[src/rtl/npd_pkg.sv]
// Shared types, widths and the squared-distance function of the nearest point demapper.
// Depends on nothing; every other file of the block imports it.
package npd_pkg;

    localparam int MAX_POINTS = 64;
    localparam int COORD_W    = 16;
    localparam int PIDX_W     = 6;
    localparam int BPS_W      = 3;
    localparam logic [BPS_W-1:0] BPS_RESET = 3'd2;

    localparam int NB_MAX = $clog2(MAX_POINTS);
    localparam int CNT_W  = $clog2(MAX_POINTS + 1);
    localparam int DIFF_W = COORD_W + 1;
    localparam int D_W    = 2 * COORD_W + 1;
    localparam int Q_W    = 16;
    localparam int FRAC   = 8;

    localparam int S_TDATA_W = ((PIDX_W + 2 * COORD_W + 7) / 8) * 8;
    localparam int M_FIELDS_W = 2 * COORD_W + 2 * PIDX_W + Q_W;
    localparam int M_TDATA_W = ((M_FIELDS_W + 7) / 8) * 8;

    localparam logic KIND_SAMPLE = 1'b0;
    localparam logic KIND_LOAD   = 1'b1;

    typedef logic signed [COORD_W-1:0] coord_t;
    typedef logic [D_W-1:0] dist_t;
    typedef logic [PIDX_W-1:0] pidx_t;

    typedef enum logic [2:0] {
        ST_IDLE,
        ST_SEARCH,
        ST_DIST,
        ST_DRAIN,
        ST_FLUSH
    } state_t;

    // Search token that walks the row of cells.
    typedef struct packed {
        logic   valid;
        coord_t s_i;
        coord_t s_q;
        dist_t  best_d;
        pidx_t  best_idx;
        coord_t best_i;
        coord_t best_q;
    } tok_t;

    typedef struct packed {
        logic load;
        logic active;
        logic capture;
        logic shift;
    } cell_ctl_t;

    // One slot of the divider pipeline.
    typedef struct packed {
        logic           valid;
        dist_t          rem;
        logic [Q_W-1:0] quo;
        logic           sat;
        pidx_t          idx;
        logic           last;
    } div_t;

    function automatic dist_t sq_dist(input coord_t a_i, input coord_t a_q,
                                      input coord_t b_i, input coord_t b_q);
        logic signed [DIFF_W-1:0]   dx;
        logic signed [DIFF_W-1:0]   dy;
        logic signed [2*DIFF_W-1:0] px;
        logic signed [2*DIFF_W-1:0] py;
        logic [2*DIFF_W-1:0]        sum;
        dx  = {a_i[COORD_W-1], a_i} - {b_i[COORD_W-1], b_i};
        dy  = {a_q[COORD_W-1], a_q} - {b_q[COORD_W-1], b_q};
        px  = dx * dx;
        py  = dy * dy;
        sum = px + py;
        return sum[D_W-1:0];
    endfunction

endpackage

[src/rtl/npd_cell.sv]
// One cell of the demapper row: holds one constellation point, refines the passing search token
// and keeps a distance word that shifts toward cell zero. Depends on npd_pkg.
module npd_cell (
    input  logic               aclk,
    input  logic               aresetn,
    input  npd_pkg::cell_ctl_t ctl,
    input  npd_pkg::pidx_t     cell_idx,
    input  npd_pkg::coord_t    ld_i,
    input  npd_pkg::coord_t    ld_q,
    input  npd_pkg::coord_t    snap_i,
    input  npd_pkg::coord_t    snap_q,
    input  npd_pkg::tok_t      tok_in,
    output npd_pkg::tok_t      tok_out,
    input  npd_pkg::dist_t     dist_in,
    output npd_pkg::dist_t     dist_out,
    output npd_pkg::coord_t    pt_i,
    output npd_pkg::coord_t    pt_q
);
    import npd_pkg::*;

    coord_t pt_i_reg;
    coord_t pt_q_reg;
    tok_t   tok_reg;
    tok_t   tok_next;
    dist_t  dist_reg;
    dist_t  dist_next;
    coord_t op_i;
    coord_t op_q;
    dist_t  d;

    always_comb begin
        op_i = ctl.capture ? snap_i : tok_in.s_i;
        op_q = ctl.capture ? snap_q : tok_in.s_q;
        d    = sq_dist(op_i, op_q, pt_i_reg, pt_q_reg);

        tok_next       = tok_in;
        tok_next.valid = tok_in.valid && ctl.active;
        // Strict compare keeps the lowest index on a tie.
        if (tok_in.valid && (d < tok_in.best_d)) begin
            tok_next.best_d   = d;
            tok_next.best_idx = cell_idx;
            tok_next.best_i   = pt_i_reg;
            tok_next.best_q   = pt_q_reg;
        end

        dist_next = dist_reg;
        if (ctl.capture) begin
            dist_next = d;
        end else if (ctl.shift) begin
            dist_next = dist_in;
        end
    end

    always_ff @(posedge aclk) begin
        if (ctl.load) begin
            pt_i_reg <= ld_i;
            pt_q_reg <= ld_q;
        end
        dist_reg <= dist_next;
        if (!aresetn) begin
            tok_reg.valid <= 1'b0;
        end else begin
            tok_reg <= tok_next;
        end
    end

    assign tok_out  = tok_reg;
    assign dist_out = dist_reg;
    assign pt_i     = pt_i_reg;
    assign pt_q     = pt_q_reg;

endmodule

[config.mk]
export PLATFORM = sky130hd
export DESIGN_NAME = npd_cell
export DESIGN_NICKNAME = d
export VERILOG_FILES = /design/src/rtl/npd_pkg.sv /design/src/rtl/npd_cell.sv
export SDC_FILE = /design/constraint.sdc
export NUM_CORES = 2
export LEC_CHECK = 0
export BUFFER_PORTS_ARGS = -buffer_cell sky130_fd_sc_hd__buf_2
export CAP_MARGIN = 0
export CORE_UTILIZATION = 39
export CTS_CLUSTER_SIZE = 28
export DETAILED_ROUTE_END_ITERATION = 7
export GPL_TIMING_DRIVEN = 0
export PLACE_DENSITY = 0.58
export SYNTH_ARGS = -nofsm -noshare
export SYNTH_HDL_FRONTEND = slang
export SYNTH_SLANG_ARGS = --single-unit
export TNS_END_PERCENT = 20
[constraint.sdc]
create_clock -name aclk -period 21.1 [get_ports aclk]
set_clock_uncertainty 0.15 [all_clocks]
set_input_delay 1.055 -clock aclk [delete_from_list [all_inputs] [get_ports aclk]]
set_output_delay 1.055 -clock aclk [all_outputs]
set_load 0.005 [all_outputs]
Word-level counts from Yosys, hierarchy flattened
Cells that the tools add are included.
Cells by class
  magnitude comparators: 1
  multiplexer cells: 5
  add/subtract/negate cells: 3
  multipliers: 2
  reduce and logical (&&, ||, !) cells: 3
Operators with widths (count)
  two-way mux 71 bit: 1
  multiplier 17 x 17 -> 33 bit: 2
  two-way mux 33 bit: 2
  subtractor 16 x 16 -> 17 bit: 2
  adder 33 bit: 1
  < comparator 33 bit: 1
  two-way mux 16 bit: 2
  logical AND 1 bit: 2
  nonzero test 2 bit: 1
Storage, ports and cells
  register bits: 169
  input port bits: 213
  output and inout port bits: 169

Depth between registers and ports, before layout
  depth after elaboration: 7
  mapped depth: 52
  mapped depth without buffers: 47

Worst setup path after synthesis
OpenSTA, ideal clock, no wires.
  path type: input to register
  start point: in ctl[1] in the netlist's numbering
  end point: reg tok_reg (netlist bit tok_out[0]), data pin
  path slack: 8.207 ns
  arrival: 12.483 ns
  stages on the path: 45
  data required time: 20.690 ns
  cell sequence: clkbuf_1 > clkbuf_1 > mux2_2 > fa_1 > a21oi_1 > nor2b_1 > a31o_2 > nor2b_1 > o31ai_2 > o41ai_4 > nand2b_1 > a21oi_2 > clkbuf_1 > nor2_1 > fa_1 > fa_1 > inv_1 > fa_1 > [9 not listed] > o21ai_0 > a21oi_1 > or2_1 > a31o_1 > and2_4 > a41o_1 > or4_1 > nand3_1 > ha_1 > o21a_1 > o21ai_0 > a21oi_1 > o21ai_0 > and3b_1 > o31a_1 > buf_6 > buf_12 > mux2_4
RTL lines
  start, declared: line npd_cell.sv:6  | input npd_pkg::cell_ctl_t ctl,
  end signal, assigned: line npd_cell.sv:63  | tok_reg <= tok_next;
  end, declared: line npd_cell.sv:23  | tok_t tok_reg;

==> impl_metrics.json <==
{
  "via_per_inst": 4.78,
  "h-tree-depth": 4,
  "rr_startpoint": "pt_i[0]$_DFFE_PP_",
  "layout-drive-gt1-share_pct": 19.8,
  "drv_cap": 0,
  "synth_edf_count": 168,
  "tns_ns": 0,
  "post-route-period-util_pct": 69.2,
  "syn_nets": 3654,
  "synth_area_sq_mm": 0.0284,
  "slew_headroom_pct": 5.42,
  "max_stage_delay_ns": 1.10,
  "root_buffer": "clkbuf_16",
  "rr_worst_depth": 42,
  "endpoint_kind": "flop",
  "status": "finished, final reports clean",
  "clock_sinks": 169,
  "die_x_um": 272,
  "slowest_stage": "xor2_1",
  "final_antenna_net_count": 0,
  "cts_buffers": 17,
  "worstHoldStart": "pt_i[10]$_DFFE_PP_",
  "dieArea_sq_mm": 0.0739,
  "gp_congestion": 0.935,
  "via_count": 19200,
  "port_buffers": 380,
  "grt_max_degree": 70,
  "cp_top_family": "adder cells",
  "max-clock-path-buffers": 2,
  "hold_viol_final": 0,
  "stdcell_count": 4015,
  "worstPathArrival_ns": 14.68,
  "cp_max_fo": 10,
  "hold-path-endpoint": "tok_out[26]$_DFFE_PP_",
  "syn-instance-count": 2652,
  "final_cell_mix": "inv_1 (750), fa_1 (591), buf_2 (391), ha_1 (198), nand2_1 (192)",
  "insertion_delay_ns": 0.48,
  "globalRouteTotalUtil_pct": 21.1,
  "drt_iter0_drc": 973,
  "ys_async_sr_fraction_pct": 0,
  "antennaDiodeCount": 0,
  "grt_remaining_overflow": 0,
  "post_cts_resized": 0,
  "syn2layout_area_growth_pct": 13.0,
  "holdBufCountCts": 0,
  "rsz0062_at_grt": "no",
  "finalCriticalPeriod_ns": 14.60,
  "place_inst": 3984,
  "dp_hpwl_mm": 63.8,
  "cp-start-kind": "primary input",
  "nets": 4055,
  "postCtsSetupBuffers": 0,
  "worst-path-buf-inv": 10,
  "cp_data_required_time_ns": 21.18,
  "fp.coreArea_sq_mm": 0.0717,
  "yosys.cell_types.count": 75,
  "critical_path.most_common_cell": "fa_1",
  "grt_pass1_vias": 21300,
  "min_path_type": "reg -> reg",
  "tightest_slew_ns": 1.41,
  "synth_flop_cell": "edfxtp_1",
  "cts_tree": "built",
  "firstDrtPassIters": 5,
  "yosysWarnings": 0,
  "worstHoldPathCells": 1,
  "synth-seq-area-share_pct": 17.8,
  "r2r_slack_ns": 8.33,
  "r2r-end": "tok_out[34]$_DFFE_PP_",
  "routed_wl_mm": 73.7,
  "avgSynthCellArea_sq_um": 10.7,
  "final_common_cell": "inv_1",
  "setup_viol": 0,
  "start_util_pct": 39.6,
  "finalMaxSlewViolations": 0,
  "drc": 0,
  "postLayoutCoreUtil_pct": 44.7,
  "rows": 98,
  "clk_pin_slew_ns": 0.08,
  "path_class": "in -> reg",
  "synth-seq-cells": 169,
  "largest_reg_flops": 104,
  "antenna_found_initial": 1,
  "clock.fmax_mhz": 68.5,
  "pin_count": 382,
  "fp.dieH_um": 272,
  "routedWlPerCell_um": 18.3,
  "grt_pass1_wl_mm": 117
}
## worst max-delay path by stage
stage	startpoint	to	slack, ns	depth (start not counted)
2_1_floorplan	ctl[1]	tok_out[0]$_DFFE_PP_	8.21	45
3_3_place_gp	ctl[1]	tok_out[34]$_DFFE_PP_	5.45	45
3_5_place_dp	ctl[1]	tok_out[34]$_DFFE_PP_	5.98	43
4_1_cts	ctl[1]	tok_out[34]$_DFFE_PP_	6.46	43
5_1_grt	ctl[1]	tok_out[34]$_DFFE_PP_	5.76	46
6_report	ctl[1]	tok_out[34]$_DFFE_PP_	6.50	43
## final cells by class
cell class / instances / area, sq um
multi-input combinational: 1652 / 20100
timing repair buffer: 382 / 1950
buffer: 59 / 369
sequential: 169 / 5060
tap: 950 / 1190
fill: 7037 / 39700
clock inverter: 13 / 134
clock buffer: 18 / 429
inverter: 772 / 2900
## logic make-up (layout without fill, tap and decap cells)
| kind of cell | after synthesis | count (layout) | synth area share, % |
|---|---|---|---|
| adders and majority gates | 789 | 789 | 50.4 |
| AOI/OAI and AO/OA | 177 | 177 | 4.26 |
| DFF | 169 | 169 | 17.8 |
| and+or+nand+nor | 468 | 468 | 7.00 |
| xor gates and xnor gates | 80 | 80 | 2.60 |
| buffers and inverters | 831 | 1244 | 11.5 |
| muxes | 138 | 138 | 6.37 |
## layer usage
layer  vias up  GRT usage, %  part of all wire, %
met5         -             0                    0
met4         0          6.14                  2.9
met3        79          3.07                  4.7
met2       475          39.4                   54
met1      9861          24.8                   38
li1       8771             -                    -
## Yosys cell counts, types with 18 or more instances
cell / instances / area share [%]
xnor2_1: 53 / 1.6
a21o_1: 20 / 0.53
edfxtp_1: 168 / 18
o21ai_0: 23 / 0.41
a21oi_1: 52 / 0.92
mux2_2: 64 / 2.5
mux2_4: 69 / 3.7
ha_1: 198 / 8.7
inv_2: 18 / 0.24
and2_1: 23 / 0.51
nand2_1: 192 / 2.5
fa_1: 591 / 42
clkbuf_1: 35 / 0.46
nor2_1: 179 / 2.4
xor2_1: 22 / 0.68
inv_1: 750 / 9.9
## per-stage QoR
stage | hold slack [ns] | setup slack, ns | instance area [sq um]
final | 0.478 | 6.50 | 32100
after global routing | 0.494 | 5.76 | 32100
after CTS | 0.477 | 6.46 | 32100
after detailed placement | 0.446 | 5.98 | 31500
after global placement | 0.448 | 5.45 | 31500
after floorplan | 0.454 | 8.21 | 28400
Power is not shown: default switching activity piles up to over one toggle a cycle in this logic, so the estimate is an artifact.
