**src/rtl/npd_pkg.sv**
```systemverilog
// Shared types, widths and the squared-distance function of the nearest point demapper.
// Depends on nothing; every other file of the block imports it.
package npd_pkg;

    localparam int MAX_POINTS = 64;
    localparam int COORD_W    = 16;
    localparam int PIDX_W     = 6;
    localparam int BPS_W      = 3;
    localparam logic [BPS_W-1:0] BPS_RESET = 3'd2;

    localparam int NB_MAX = $clog2(MAX_POINTS);
    localparam int CNT_W  = $clog2(MAX_POINTS + 1);
    localparam int DIFF_W = COORD_W + 1;
    localparam int D_W    = 2 * COORD_W + 1;
    localparam int Q_W    = 16;
    localparam int FRAC   = 8;

    localparam int S_TDATA_W = ((PIDX_W + 2 * COORD_W + 7) / 8) * 8;
    localparam int M_FIELDS_W = 2 * COORD_W + 2 * PIDX_W + Q_W;
    localparam int M_TDATA_W = ((M_FIELDS_W + 7) / 8) * 8;

    localparam logic KIND_SAMPLE = 1'b0;
    localparam logic KIND_LOAD   = 1'b1;

    typedef logic signed [COORD_W-1:0] coord_t;
    typedef logic [D_W-1:0] dist_t;
    typedef logic [PIDX_W-1:0] pidx_t;

    typedef enum logic [2:0] {
        ST_IDLE,
        ST_SEARCH,
        ST_DIST,
        ST_DRAIN,
        ST_FLUSH
    } state_t;

    // Search token that walks the row of cells.
    typedef struct packed {
        logic   valid;
        coord_t s_i;
        coord_t s_q;
        dist_t  best_d;
        pidx_t  best_idx;
        coord_t best_i;
        coord_t best_q;
    } tok_t;

    typedef struct packed {
        logic load;
        logic active;
        logic capture;
        logic shift;
    } cell_ctl_t;

    // One slot of the divider pipeline.
    typedef struct packed {
        logic           valid;
        dist_t          rem;
        logic [Q_W-1:0] quo;
        logic           sat;
        pidx_t          idx;
        logic           last;
    } div_t;

    function automatic dist_t sq_dist(input coord_t a_i, input coord_t a_q,
                                      input coord_t b_i, input coord_t b_q);
        logic signed [DIFF_W-1:0]   dx;
        logic signed [DIFF_W-1:0]   dy;
        logic signed [2*DIFF_W-1:0] px;
        logic signed [2*DIFF_W-1:0] py;
        logic [2*DIFF_W-1:0]        sum;
        dx  = {a_i[COORD_W-1], a_i} - {b_i[COORD_W-1], b_i};
        dy  = {a_q[COORD_W-1], a_q} - {b_q[COORD_W-1], b_q};
        px  = dx * dx;
        py  = dy * dy;
        sum = px + py;
        return sum[D_W-1:0];
    endfunction

endpackage

```
**src/rtl/npd_div_stage.sv**
```systemverilog
// One restoring-division step: produces one quotient bit per stage, stalls on a shared advance.
// Depends on npd_pkg.
module npd_div_stage (
    input  logic           aclk,
    input  logic           aresetn,
    input  logic           adv,
    input  npd_pkg::dist_t norm,
    input  npd_pkg::div_t  st_in,
    output npd_pkg::div_t  st_out
);
    import npd_pkg::*;

    div_t           st_reg;
    div_t           st_next;
    logic [D_W:0]   rem_s;
    logic [Q_W-1:0] quo_s;

    always_comb begin
        rem_s = {st_in.rem, st_in.quo[Q_W-1]};
        quo_s = {st_in.quo[Q_W-2:0], 1'b0};
        if (rem_s >= {1'b0, norm}) begin
            rem_s    = rem_s - {1'b0, norm};
            quo_s[0] = 1'b1;
        end
        st_next     = st_in;
        st_next.rem = rem_s[D_W-1:0];
        st_next.quo = quo_s;
    end

    always_ff @(posedge aclk) begin
        if (!aresetn) begin
            st_reg.valid <= 1'b0;
        end else if (adv) begin
            st_reg <= st_next;
        end
    end

    assign st_out = st_reg;

endmodule

```
**config.mk**
```make
export PLATFORM = sky130hd
export DESIGN_NAME = npd_div_stage
export DESIGN_NICKNAME = d
export VERILOG_FILES = /design/src/rtl/npd_pkg.sv /design/src/rtl/npd_div_stage.sv
export SDC_FILE = /design/constraint.sdc
export NUM_CORES = 1
export LEC_CHECK = 0
export BUFFER_PORTS_ARGS = -buffer_cell sky130_fd_sc_hd__buf_2
export CAP_MARGIN = 20
export CORE_ASPECT_RATIO = 2
export CORE_MARGIN = 4
export CORE_UTILIZATION = 35
export DETAILED_ROUTE_END_ITERATION = 6
export PLACE_DENSITY_LB_ADDON = 0.1
export SLEW_MARGIN = 30
export SYNTH_ARGS = -nofsm -noshare
export SYNTH_HDL_FRONTEND = slang
export SYNTH_SLANG_ARGS = --single-unit
```
**constraint.sdc**
```tcl
create_clock -name aclk -period 5.5 [get_ports aclk]
set_input_delay 0.825 -clock aclk [delete_from_list [all_inputs] [get_ports aclk]]
set_output_delay 0.825 -clock aclk [all_outputs]
set_load 0.05 [all_outputs]
```
======== After elaboration in Yosys (flattened, before gate mapping) ========
Index checks and enable logic that the tools add are counted.
operators by class
  $add $sub $neg .......................... 1
  $lt $le $gt $ge ......................... 1
  mux-type cells .......................... 2
  reduce and logical (&&, ||, !) cells .... 1
operators by type and width
  cell               number
  $ge A34 B33 Y1     1
  $mux W33           1
  $sub A33 B33 Y33   1
  $reduce_and A2 Y1  1
  $mux W1            1
storage, ports and cells
  bits in registers ....................... 58
  input bits .............................. 94

======== Depth between registers and ports, before layout ========
  depth after elaboration ................. 2
  mapped depth ............................ 13

======== Worst setup path after synthesis ========
Ideal clock, no wire load.
  path type ............................... input port to flip-flop
  from .................................... input st_in[23] in the netlist's numbering
  to ...................................... register st_reg (netlist bit st_out[27]), data pin
  setup time .............................. 0.260 ns
  arrival ................................. 3.074 ns
  required time ........................... 5.240 ns
  path slack .............................. 2.166 ns
  stages .................................. 12
  path buffers ............................ 1
  cells stage by stage .................... inv_1 > ha_1 > inv_1 > fa_1 > a21oi_1 > o211ai_1 > a41oi_2 > o31ai_4 > o311ai_4 > nand2_2 > buf_6 > mux2_4
on the way
  word-level cells in the longest chain between the ends .. 2
  elaborated cells on any way between the ends .. 3
ends and longest elaborated chain
  what                                                RTL line                                  text
  from (decl)                                         npd_div_stage.sv:8                        input npd_pkg::div_t st_in,
  $sub A33 B33 Y33 or $ge A34 B33 Y1 (tied branches)  npd_div_stage.sv:22, npd_div_stage.sv:21
  $mux W33 (*)                                        npd_div_stage.sv:21                       if (rem_s >= {1'b0, norm}) begin
  via rem_s[3]                                        npd_div_stage.sv:15                       logic [D_W:0] rem_s;
  to (signal assigned)                                npd_div_stage.sv:34                       st_reg <= st_next;
  to (decl)                                           npd_div_stage.sv:13                       div_t st_reg;
The timed path passes the listed nets; every way through them passes the cells marked *.
A chain may end at the register's enable or synchronous reset.

======== Final worst setup path ========
  from .................................... input st_in[23] in the netlist's numbering
  to ...................................... register st_reg (netlist bit st_out[49]), data pin
Same word-level chain as after synthesis.

==> results.md <==
- EDFF count, synth: 57
- Tot GR Track Use: between 15 and 20%
- Cell Int Power: between 1 and 1.5 mW
- Yosys warns: 0
- Synth area leader: edfxtp_1
- R2R setup slack: a little under 5000 ps
- Sequential power share: 33.1%
- Initial antenna violation count: 1
- Post-Synth Simple-Gate Area: about 13%
- Critical Path AT: roughly 4000 ps
- Min-Delay Endpoint: st_out[57]
- # IOs: roughly 150
- Pleak: 2.47 nW
- Mapped Area: approximately 4200 um^2
- Area growth from synthesis to layout: 27.5%
- DR pass1 iterations: 4
- CTS buffer count: 9
- DIE HEIGHT: approximately 160 um
- Core Box Area: approximately 12000 um^2
- Relative slew slack: 43.3%
- CTS tree: yes
- Largest family of logic cells by synthesized area: compound AO/OA/AOI/OAI gates
- Final worst-path cycle share: 71.9%
- Post-synthesis mux area share: 1.92%
- Num rows: 56
- VDD IR-drop max: ~0.20 mV
- Count leader, synth: edfxtp_1
- Hold bufs inserted after CTS: 0
- Seq cells post-synth: 58
- HPWL Detailed: between 10000 and 15000 um
- Setup crit end kind: register
- Switching part of the total power: approximately 34%
- RSZ-0062 raised after global routing: no
- Fin cells: 740
- Min Clock Period, post-route: 3950 ps
- Detailed router's first-iteration violation count: between 100 and 150
- Wirelength, routed: around 12000 um
- Root Driver: clkbuf_16
- Die width: between 80 and 90 um
- End-of-flow core utilization: ~46%
- Netlist cell types: 52
- CP Class: primary input to register
- Final net count: about 700
- Buffers on Ports: 151
- Worst min path class: register to register
- Synth area leaders: edfxtp_1 40%, ha_1 9.7%, a21oi_1 5.7%
- Remaining DRCs: 0
- Overflow after GRT: 0
- Worst R2R Path Depth: 2
- Reg area: around 1700 um^2
- Dpl cells: slightly above 700
- Avg Inst Size Synth: between 9 and 10 um^2
- Fill cells: roughly 1200
- Routed len/inst: approximately 16 um
- HP Start: st_out[57]
- Worst-Margin Slew: slightly above 800 ps
- WP data required: 5590 ps
- Power share of the clock group: between 30% and 40%
- PwrDens: about 300 nW/um^2
- Post-Synth XOR/XNOR Area: ~5.6%
- Final setup vio count: 0
- NetSw: 0.566 mW
- Fin. Hold Viols: 0
- Crit-path max FO: 38
- ANT nets after route: 0
- Post-CTS Setup Inserts: 0
- Clk_skew: 0 ps
- Clock Path Buffers: 2
- Via Count: 3809
- Full die area: roughly 14000 um^2
- Vias in the first global route: about 4000
- R2r startpoint: st_out[57]
- First-pass GRT wire length: approximately 19000 um
- Worst skew pair latency: between 300 and 400 ps
- Area share of fa/ha/maj cells after synthesis: between 10 and 15%
- Main synth FF type: edfxtp_1
- Slew Viols, Final: 0
- Clock transition at path regs: roughly 50 ps
- Hold depth: 2
- Crit start category: primary input
- Ys async rst share: 0%
- Htree depth: 3
- Post-synthesis compound-gate area fraction: 22.0%
- GPL Wtd Cong: about 0.9
- Reg2reg end: st_out[57]
- Share of cells above drive strength 1: ~32%
- Mapped Nets: 571
- Maxcap violations: 0
- Gate power share: approximately 32%
- Number of flip-flops in the largest register: between 50 and 60
- TNS Setup: 0 ps
- Max Freq: 253 MHz
- Register area share after synthesis: 40.8%
- Area occupied by multi-input gates: 2260 um^2
- Post-DR vias/cell: roughly 5.1
- Post-synth top area share: a little over 40%
- Most frequent cells after synthesis: 57 x edfxtp_1, 48 x a21oi_1, 45 x nor2_1
- Pin count of the biggest net entering global routing: 42
- Sink Count: 58
- Post-CTS sizing: 0
- Initial Util: between 30% and 40%
- Status: finished, final reports clean
- Post-Syn Instances: about 440
worst max-delay path, stage by stage:
cell      delay (ps)
buf_2            100
inv_1             50
ha_1             140
inv_1             50
fa_1             390
a21oi_1          330
o211ai_1         180
a41oi_2          330
o31ai_4          130
o311ai_4         320
nand2_2          520
buf_4            430
a31o_2           220
layer usage:
metal / wire length, um / vias up / GRT usage, % / part of all wire (%)
met2: 7010 / 127 / 34.6 / 57
met1: 4120 / 1744 / 16.7 / 34
met5: 0 / - / 0 / 0
li1: - / 1913 / - / -
met3: 643 / 25 / 3.21 / 5.3
met4: 433 / 0 / 8.65 / 3.5
layout make-up:
class / instances / area share (%)
multi-input cells: 325 / 41.7
flip-flops and latches: 58 / 32.0
repair buffers: 153 / 14.3
clock buffers: 12 / 4.74
well taps: 145 / 3.35
inverters: 42 / 2.92
clock inverters: 4 / 0.925
diodes: 1 / 0.0463
layout by cell type, fill, tap and decap left out, types with 11 or more instances in the layout:
master / count
nor2_1: 45
xnor2_1: 16
a21oi_1: 48
a21o_1: 13
buf_2: 151
edfxtp_1: 57
o21ai_0: 21
inv_1: 42
xor2_1: 11
nand2_1: 24
ha_1: 33
nand4_1: 12
worst max path at each step:
| stage | startpoint | endpoint | slack (ps) | cells past startpoint |
|---|---|---|---|---|
| 6_report | st_in[23] | st_out[49] | 1550 | 13 |
| 5_1_grt | st_in[23] | st_out[41] | 1240 | 14 |
| 4_1_cts | st_in[23] | st_out[49] | 1510 | 13 |
| 3_5_place_dp | st_in[23] | st_out[49] | 1170 | 13 |
| 3_3_place_gp | st_in[23] | st_out[49] | 1240 | 13 |
| 2_1_floorplan | st_in[23] | st_out[27] | 2170 | 12 |
power groups by stage:
| stage | clock network, mW | logic, mW | registers [mW] |
|---|---|---|---|
| final | 0.575 | 0.537 | 0.550 |
| after global placement | 0 | 0.534 | 0.559 |
| after CTS | 0.589 | 0.542 | 0.550 |
| after detailed placement | 0 | 0.539 | 0.559 |
| after global routing | 0.604 | 0.586 | 0.553 |
| after floorplan | 0 | 0.264 | 0.699 |
kinds of logic (layout without fill, tap and decap cells):
logic type / count (synthesis) / after routing
adders and majority gates: 34 / 34
AOI/OAI and AO/OA: 136 / 136
and+or+nand+nor: 122 / 122
muxes: 6 / 6
DFF: 58 / 58
other: 0 / 1
xor gates and xnor gates: 27 / 27
buffers and inverters: 60 / 211
stage by stage:
| stage | hold WS, ps | setup WS [ps] | cell area, um^2 | power (mW) |
|---|---|---|---|---|
| floorplan | 743 | 2170 | 4240 | 0.963 |
| global placement | 500 | 1240 | 5100 | 1.09 |
| detailed placement | 514 | 1170 | 5100 | 1.10 |
| CTS | 530 | 1510 | 5410 | 1.68 |
| global route | 544 | 1240 | 5410 | 1.74 |
| finish | 525 | 1550 | 5410 | 1.66 |
Power figures use the tool's default switching activity.
